**src/rtl/core/tkws_pkg.sv**
```systemverilog
// ----------------------------------------------------------------------------
// tkws_pkg
// Shared constants, types and helpers for the top-k worst cost selector.
// ----------------------------------------------------------------------------
package tkws_pkg;

    localparam int LIST_DEPTH = 32;
    localparam int RESULT_CAP = 32;
    localparam int LIST_CAP   = (LIST_DEPTH < RESULT_CAP) ? LIST_DEPTH : RESULT_CAP;
    localparam int COST_W     = 32;
    localparam int INDEX_W    = 16;
    localparam int RANK_W     = 5;
    localparam int LIMIT_W    = 6;
    localparam int CNT_W      = $clog2(LIST_CAP + 1);
    localparam int SLOT_W     = $clog2(LIST_DEPTH);

    typedef logic [COST_W-1:0]  cost_t;
    typedef logic [INDEX_W-1:0] index_t;
    typedef logic [CNT_W-1:0]   count_t;

    typedef enum logic [1:0] {
        CELL_HOLD,
        CELL_INSERT,
        CELL_SHIFT
    } cell_mode_t;

    typedef enum logic {
        ST_SCAN,
        ST_DRAIN
    } sel_state_t;

    // what one cell hands to its neighbors
    typedef struct packed {
        cost_t  cost;
        index_t index;
        logic   keep;
    } cell_link_t;

    // broadcast request to the whole row
    typedef struct packed {
        cell_mode_t mode;
        cost_t      cost;
        index_t     index;
    } cell_ctrl_t;

    localparam count_t LIST_CAP_C = count_t'(LIST_CAP);

    function automatic count_t eff_limit(input logic [LIMIT_W-1:0] lim);
        count_t res;
        if (lim == '0)
            res = count_t'(1);
        else if ({{(32-LIMIT_W){1'b0}}, lim} > 32'(LIST_CAP))
            res = LIST_CAP_C;
        else
            res = count_t'(lim);
        return res;
    endfunction

endpackage

```
**src/rtl/core/tkws_cell.sv**
```systemverilog
// ----------------------------------------------------------------------------
// tkws_cell
// One slot of the sorted list: holds, takes the new request, or shifts.
// ----------------------------------------------------------------------------
module tkws_cell
    import tkws_pkg::*;
(
    input  logic       clk,
    input  cell_ctrl_t ctrl,
    input  logic       occupied,
    input  cell_link_t prev_link,
    input  cell_link_t next_link,
    output cell_link_t link,
    output logic       not_below
);

    cost_t  cost_reg;
    cost_t  cost_next;
    index_t index_reg;
    index_t index_next;
    logic   keep;

    // ties go to the newer cell, so an equal entry does not keep its slot
    assign keep = occupied && (cost_reg > ctrl.cost);

    // a full list drops a cost that does not beat its tail
    assign not_below = occupied && (cost_reg >= ctrl.cost);

    always_comb
    begin
        cost_next  = cost_reg;
        index_next = index_reg;
        case (ctrl.mode)
            CELL_INSERT:
            begin
                if (!keep)
                begin
                    if (prev_link.keep)
                    begin
                        cost_next  = ctrl.cost;
                        index_next = ctrl.index;
                    end
                    else
                    begin
                        cost_next  = prev_link.cost;
                        index_next = prev_link.index;
                    end
                end
            end
            CELL_SHIFT:
            begin
                cost_next  = next_link.cost;
                index_next = next_link.index;
            end
            default:
            begin
                cost_next  = cost_reg;
                index_next = index_reg;
            end
        endcase
    end

    always_ff @(posedge clk)
    begin
        cost_reg  <= cost_next;
        index_reg <= index_next;
    end

    assign link.cost  = cost_reg;
    assign link.index = index_reg;
    assign link.keep  = keep;

endmodule

```
**src/rtl/core/tkws_chain.sv**
```systemverilog
// ----------------------------------------------------------------------------
// tkws_chain
// Row of list cells, highest cost at the head.
// ----------------------------------------------------------------------------
module tkws_chain
    import tkws_pkg::*;
(
    input  logic                  clk,
    input  cell_ctrl_t            ctrl,
    input  count_t                count,
    output cost_t                 head_cost,
    output index_t                head_index,
    output logic [LIST_DEPTH-1:0] not_below
);

    cell_link_t links [LIST_DEPTH];

    localparam cell_link_t HEAD_LINK = '{cost: '0, index: '0, keep: 1'b1};
    localparam cell_link_t TAIL_LINK = '{cost: '0, index: '0, keep: 1'b0};

    for (genvar i = 0; i < LIST_DEPTH; i++)
    begin : g_cell
        cell_link_t prev_l;
        cell_link_t next_l;
        logic       occ;

        assign occ = (32'(i) < {{(32-CNT_W){1'b0}}, count});

        if (i == 0)
        begin : g_head
            assign prev_l = HEAD_LINK;
        end
        else
        begin : g_mid
            assign prev_l = links[i-1];
        end

        if (i == LIST_DEPTH - 1)
        begin : g_tail
            assign next_l = TAIL_LINK;
        end
        else
        begin : g_body
            assign next_l = links[i+1];
        end

        tkws_cell u_cell (
            .clk       (clk),
            .ctrl      (ctrl),
            .occupied  (occ),
            .prev_link (prev_l),
            .next_link (next_l),
            .link      (links[i]),
            .not_below (not_below[i])
        );
    end

    assign head_cost  = links[0].cost;
    assign head_index = links[0].index;

endmodule

```
**src/rtl/core/top_k_worst_cost_selector_top.sv**
```systemverilog
// ----------------------------------------------------------------------------
// top_k_worst_cost_selector_top
// Streaming top-k selection of the highest cell costs of a scan.
// ----------------------------------------------------------------------------
// Input channel (in_valid / in_stall) carries one cell cost per request; the
// cells are numbered from zero internally. A request with scan_end set closes
// the scan. Each accepted cost enters the sorted row of cells directly,
// so a scan streams at one cell per clock while in_stall is low.
// The closing request moves the state register to the drain state; the block
// then drains the list through the output register on the output channel
// (out_valid / out_stall), one entry per cycle while out_stall is low, from
// the highest cost down, with final_entry on the last one. While draining,
// in_stall is held high until the last entry has been loaded for output.
// The drain shifts the cell row toward the head, so output stall simply
// freezes the row. The output register lets the next scan start while the
// last entry still waits to be taken.
// cfg_we / cfg_wdata write list_limit (0 acts as 1, above 32 as 32); a lower
// limit truncates the list. Write it only while idle.
// Reset clears the list count, the cell counter and the output valid, and
// sets list_limit to 32. Cell contents need no reset.
// ----------------------------------------------------------------------------
module top_k_worst_cost_selector_top
    import tkws_pkg::*;
(
    input  logic                clk,
    input  logic                rst_n,
    input  logic                cfg_we,
    input  logic [LIMIT_W-1:0]  cfg_wdata,
    input  logic                in_valid,
    output logic                in_stall,
    input  logic [COST_W-1:0]   cell_cost,
    input  logic                scan_end,
    output logic                out_valid,
    input  logic                out_stall,
    output logic [INDEX_W-1:0]  ranked_index,
    output logic [COST_W-1:0]   ranked_cost,
    output logic [RANK_W-1:0]   rank,
    output logic                final_entry
);

    sel_state_t         state_reg, state_next;
    logic [LIMIT_W-1:0] limit_reg, limit_next;
    count_t             count_reg, count_next;
    index_t             pos_reg, pos_next;
    logic [RANK_W-1:0]  rank_cnt_reg, rank_cnt_next;
    logic               out_valid_reg, out_valid_next;
    index_t             out_index_reg;
    cost_t              out_cost_reg;
    logic [RANK_W-1:0]  out_rank_reg;
    logic               out_final_reg;

    cell_ctrl_t            ctrl;
    cost_t                 head_cost;
    index_t                head_index;
    logic [LIST_DEPTH-1:0] not_below;
    logic [SLOT_W-1:0]     tail_slot;
    logic                  tail_blocks;
    count_t                lim;
    count_t                count_ins;
    logic                  in_acc;
    logic                  out_load;
    logic                  drain_last;

    assign lim        = eff_limit(limit_reg);
    assign in_stall   = (state_reg != ST_SCAN);
    assign in_acc     = in_valid && !in_stall;
    assign out_load   = (state_reg == ST_DRAIN) && (!out_valid_reg || !out_stall);
    assign drain_last = ({1'b0, rank_cnt_reg} + count_t'(1)) >= count_reg;
    assign count_ins  = (count_reg < lim) ? count_reg + count_t'(1) : count_reg;
    assign tail_slot  = SLOT_W'(count_reg - count_t'(1));
    // full list and the new cost does not beat the tail
    assign tail_blocks = (count_reg >= lim) && not_below[tail_slot];

    // next state
    always_comb
    begin
        state_next = state_reg;
        case (state_reg)
            ST_SCAN:
            begin
                if (in_acc && scan_end)
                    state_next = ST_DRAIN;
            end
            ST_DRAIN:
            begin
                if (out_load && drain_last)
                    state_next = ST_SCAN;
            end
            default: state_next = ST_SCAN;
        endcase
    end

    // row control and counters
    always_comb
    begin
        ctrl.mode     = CELL_HOLD;
        ctrl.cost     = cell_cost;
        ctrl.index    = pos_reg;
        count_next    = count_reg;
        pos_next      = pos_reg;
        rank_cnt_next = rank_cnt_reg;
        case (state_reg)
            ST_SCAN:
            begin
                if (in_acc)
                begin
                    if (!tail_blocks)
                        ctrl.mode = CELL_INSERT;
                    count_next    = count_ins;
                    pos_next      = scan_end ? '0 : pos_reg + index_t'(1);
                    rank_cnt_next = '0;
                end
            end
            ST_DRAIN:
            begin
                if (out_load)
                begin
                    ctrl.mode     = CELL_SHIFT;
                    rank_cnt_next = rank_cnt_reg + RANK_W'(1);
                    if (drain_last)
                        count_next = '0;
                end
            end
            default: ctrl.mode = CELL_HOLD;
        endcase
        limit_next = limit_reg;
        if (cfg_we)
        begin
            limit_next = cfg_wdata;
            if (count_next > eff_limit(cfg_wdata))
                count_next = eff_limit(cfg_wdata);
        end
    end

    always_comb
    begin
        if (out_load)
            out_valid_next = 1'b1;
        else if (out_stall)
            out_valid_next = out_valid_reg;
        else
            out_valid_next = 1'b0;
    end

    tkws_chain u_chain (
        .clk        (clk),
        .ctrl       (ctrl),
        .count      (count_reg),
        .head_cost  (head_cost),
        .head_index (head_index),
        .not_below  (not_below)
    );

    always_ff @(posedge clk or negedge rst_n)
    begin
        if (!rst_n)
        begin
            state_reg     <= ST_SCAN;
            limit_reg     <= LIMIT_W'(32);
            count_reg     <= '0;
            pos_reg       <= '0;
            rank_cnt_reg  <= '0;
            out_valid_reg <= 1'b0;
        end
        else
        begin
            state_reg     <= state_next;
            limit_reg     <= limit_next;
            count_reg     <= count_next;
            pos_reg       <= pos_next;
            rank_cnt_reg  <= rank_cnt_next;
            out_valid_reg <= out_valid_next;
        end
    end

    always_ff @(posedge clk)
    begin
        if (out_load)
        begin
            out_index_reg <= head_index;
            out_cost_reg  <= head_cost;
            out_rank_reg  <= rank_cnt_reg;
            out_final_reg <= drain_last;
        end
    end

    assign out_valid    = out_valid_reg;
    assign ranked_index = out_index_reg;
    assign ranked_cost  = out_cost_reg;
    assign rank         = out_rank_reg;
    assign final_entry  = out_final_reg;

    // list never grows past the active limit
    a_count_limit: assert property (@(posedge clk) disable iff (!rst_n)
        count_reg <= lim)
        else $error("list count above limit");

    // a closing request always starts a drain with at least one entry
    a_drain_start: assert property (@(posedge clk) disable iff (!rst_n)
        (in_acc && scan_end) |=> (state_reg == ST_DRAIN && count_reg != '0
            && rank_cnt_reg == '0))
        else $error("drain did not start correctly");

    // the last drained entry carries final_entry and leaves the list empty
    a_drain_end: assert property (@(posedge clk) disable iff (!rst_n)
        (out_load && drain_last && !cfg_we) |=> (out_final_reg && count_reg == '0
            && state_reg == ST_SCAN && pos_reg == '0))
        else $error("drain end mismatch");

endmodule
```
**config.mk**
```make
export PLATFORM = sky130hd
export DESIGN_NAME = top_k_worst_cost_selector_top
export DESIGN_NICKNAME = d
export VERILOG_FILES = /design/src/rtl/core/tkws_pkg.sv /design/src/rtl/core/tkws_cell.sv /design/src/rtl/core/tkws_chain.sv /design/src/rtl/core/top_k_worst_cost_selector_top.sv
export SDC_FILE = /design/constraint.sdc
export NUM_CORES = 2
export LEC_CHECK = 0
export BUFFER_PORTS_ARGS = -buffer_cell sky130_fd_sc_hd__buf_2
export CORE_UTILIZATION = 60
export CTS_BUF_LIST = sky130_fd_sc_hd__clkbuf_8
export CTS_CLUSTER_DIAMETER = 30
export DETAILED_ROUTE_END_ITERATION = 6
export PLACE_DENSITY_LB_ADDON = 0.2
export SYNTH_ARGS = -nofsm -noshare
export SYNTH_HDL_FRONTEND = slang
export SYNTH_SLANG_ARGS = --single-unit
```
**constraint.sdc**
```tcl
create_clock -name clk -period 10.5 [get_ports clk]
set_input_delay 2.1 -clock clk [delete_from_list [all_inputs] [get_ports clk]]
set_output_delay 2.1 -clock clk [all_outputs]
set_load 0.01 [all_outputs]
```
==> results_dict.tcl <==
set metrics [dict create \
    htree_levels 5 \
    start_util_pct 60.7 \
    yosysWarnings 0 \
    synth_edf_count 1590 \
    pin_count 100 \
    post_cts_resized 0 \
    clkSinkCount 1625 \
    grt_max_degree 293 \
    grt_pass1_vias 84184 \
    syn_nets 11682 \
    layout_common_cells "nand2_1 (1766), o21ai_0 (1608), edfxtp_1 (1590)" \
    final_cell_area_um2 115000 \
    status "finished clean" \
    num_rows 151 \
    die-height_um 417 \
    timing.final.crit_share_pct 67.9 \
    totalNegativeSetupSlack_ns 0 \
    synth.distinct_cells 82 \
    dieWidth_um 417 \
    nNetsFinal 11635 \
    drt-initial-drc-count 10187 \
    ys_ff_latch 1625 \
    area_delta_synth_final_pct 11.2 \
    clk_path_buf_depth 4 \
    cp_max_fo 32 \
    crit_arrival_ns 7.86 \
    end_kind "flip-flop" \
    worst_pin_slew_ns 1.44 \
    overflow 0 \
    root_buffer "clkbuf_8" \
    drc 0 \
    ys_seq_area_share_pct 47.0 \
    startpoint_type "input pin" \
    p_leak_uw 0.0467 \
    cts_inserted_buffers 414 \
    track_usage_pct 39.5 \
    vias 86796 \
    hold_class "flip-flop to flip-flop" \
    antenna_found_initial 29 \
    place_area_um2 106000 \
    clkTransAtPathRegs_ns 0.05 \
    critPathSlowestCell "a21oi_4" \
    routed_wl_um 353000 \
    largest_reg_flops 1024 \
    layout_commonest_cell "nand2_1" \
    hold_viol_final 0 \
    rrSetupSlack_ns 4.30 \
    power_density_nw_per_um2 402 \
    syn_avg_cell_area_um2 9.76 \
    post_drt_wl_per_cell_um 26.8 \
    path_cells "buf_2 > inv_2 > buf_4 > ha_1 > a21o_1 > a21o_1 > a221oi_1 > o211ai_1 > a211oi_1 > o211ai_1 > nand4_1 > nand3_1 > a31oi_2 > a31oi_4 > buf_12 > a21oi_4 > buf_4" \
    async_flop_share_pct 2.15 \
    dieArea_um2 174000 \
    viasPerCell 6.58 \
    cpPeakStageDelay_ns 0.58 \
    setup_ws_ns 3.37 \
    core_um2 170000 \
    cp.required_ns 11.23 \
    io_buffers 99 \
    skew_ns 0.0868 \
    slew_viol_final 0 \
    fillerInstances 13417 \
    gp_congestion 1.01 \
    pre_cts_ws_ns 2.09 \
    slew_headroom_pct 3.53 \
    drv_cap 0 \
    setup_violations 0 \
    ant_nets 0 \
    synthCells 10592 \
    rsz0062_at_grt "false" \
    tritoncts "built" \
    grt_pass1_wl_um 518000 \
    syn-cell-area_um2 103000 \
    critical_path_class "input pin to flip-flop" \
    ys.flop_type "edfxtp_1" \
    peakVddDrop_uv 268 \
    dp_hpwl_um 248000 \
    cts_setup_buffers 0 \
    max_freq_mhz 140 \
    insertion_delay_ns 1.15 \
    dr.pass1.iters 6 \
    period_needed_ns 7.13 \
    ctsHoldBuffers 0 \
    layout-drive-gt1-share_pct 9.50 \
]
## area by class of cell
class                           count  area (µm²)  share of cell area (%)
Timing Repair Buffer              292        2030                    1.77
Inverter                          113         432                   0.375
Tap cell                         2295        2870                    2.50
Multi-Input combinational cell   8099       51800                    45.1
Clock inverter                    325        3370                    2.93
Sequential cell                  1625       48600                    42.3
Clock buffer                      422        5810                    5.05
Antenna cell                       13        32.5                  0.0283
## cell usage after synthesis (all sizes together) (8+ instances only)
library cell	n	area (µm²)
a221oi	15	131
a31oi	14	109
a2111oi	13	120
o21bai	9	67.6
clkbuf	605	2270
o31ai	8	60.1
a21boi	9	67.6
o211ai	36	270
xnor2	9	78.8
inv	112	420
nor3	39	205
nand2	1768	6640
nand2b	19	119
xor2	8	70.1
nand3	113	566
nand4	225	1410
o21ai	1609	8050
nor2b	44	275
nor4	49	319
o21a	19	143
buf	150	713
edfxtp	1590	47700
and4	15	131
a211o	10	87.6
ha	1046	13100
dfrtp	34	851
mux2i	880	8810
a211oi	44	335
a21oi	1052	5270
nor2	811	3040
a21o	130	977
## path summary, 6_finish.rpt
check	startpoint	end	cells after the start
max	cell_cost[9]	u_chain.g_cell[20].u_cell.cost_reg[13]	17
min	out_valid	out_valid	2
max reg2reg	count_reg[0]	u_chain.g_cell[20].u_cell.cost_reg[13]	19
min reg2reg	out_valid	out_valid	2
max in group asynchronous	rst_n	pos_reg[1]	2
min in group asynchronous	rst_n	rank_cnt_reg[0]	2
## where the power goes
part,internal (µW),switching (µW)
clock network,5470,3430
logic,6730,13400
registers,13500,3760
## per-stage QoR
stage               hold WS, ns  std cells  total power (µW)  utilization [%]
CTS                       0.516      13170             45600             67.5
floorplan                 0.426      10592             29200                -
detailed placement        0.498      12423             36600             62.1
global placement          0.497      12422             35900             62.1
global route              0.527      13177             48600             67.5
finish                    0.512      13184             46200             67.5
## layer usage
metal,GRT usage [%],wire length (µm),up-vias
met4,19.9,18100,6
li1,-,-,38971
met1,50.9,137000,41969
met3,8.59,34900,1060
met2,62.8,162000,4790
met5,0,34,-
## kinds of logic after synthesis
logic type	Yosys count	synth area share, %
compound gates	3019	15.6
xor+xnor	17	0.144
simple gates	3131	12.6
buf+inv	868	3.30
flops	1625	47.0
mux	886	8.59
fa+ha+maj	1046	12.7
## worst max-delay path, delay by kind of cell
kind,cells,cell delay (ns)
and+or+nand+nor,2,0.44
AOI/OAI and AO/OA,9,2.61
buffers and inverters,5,2.16
adders and majority gates,1,0.34
Note: power is estimated with default switching activity, not from simulation.
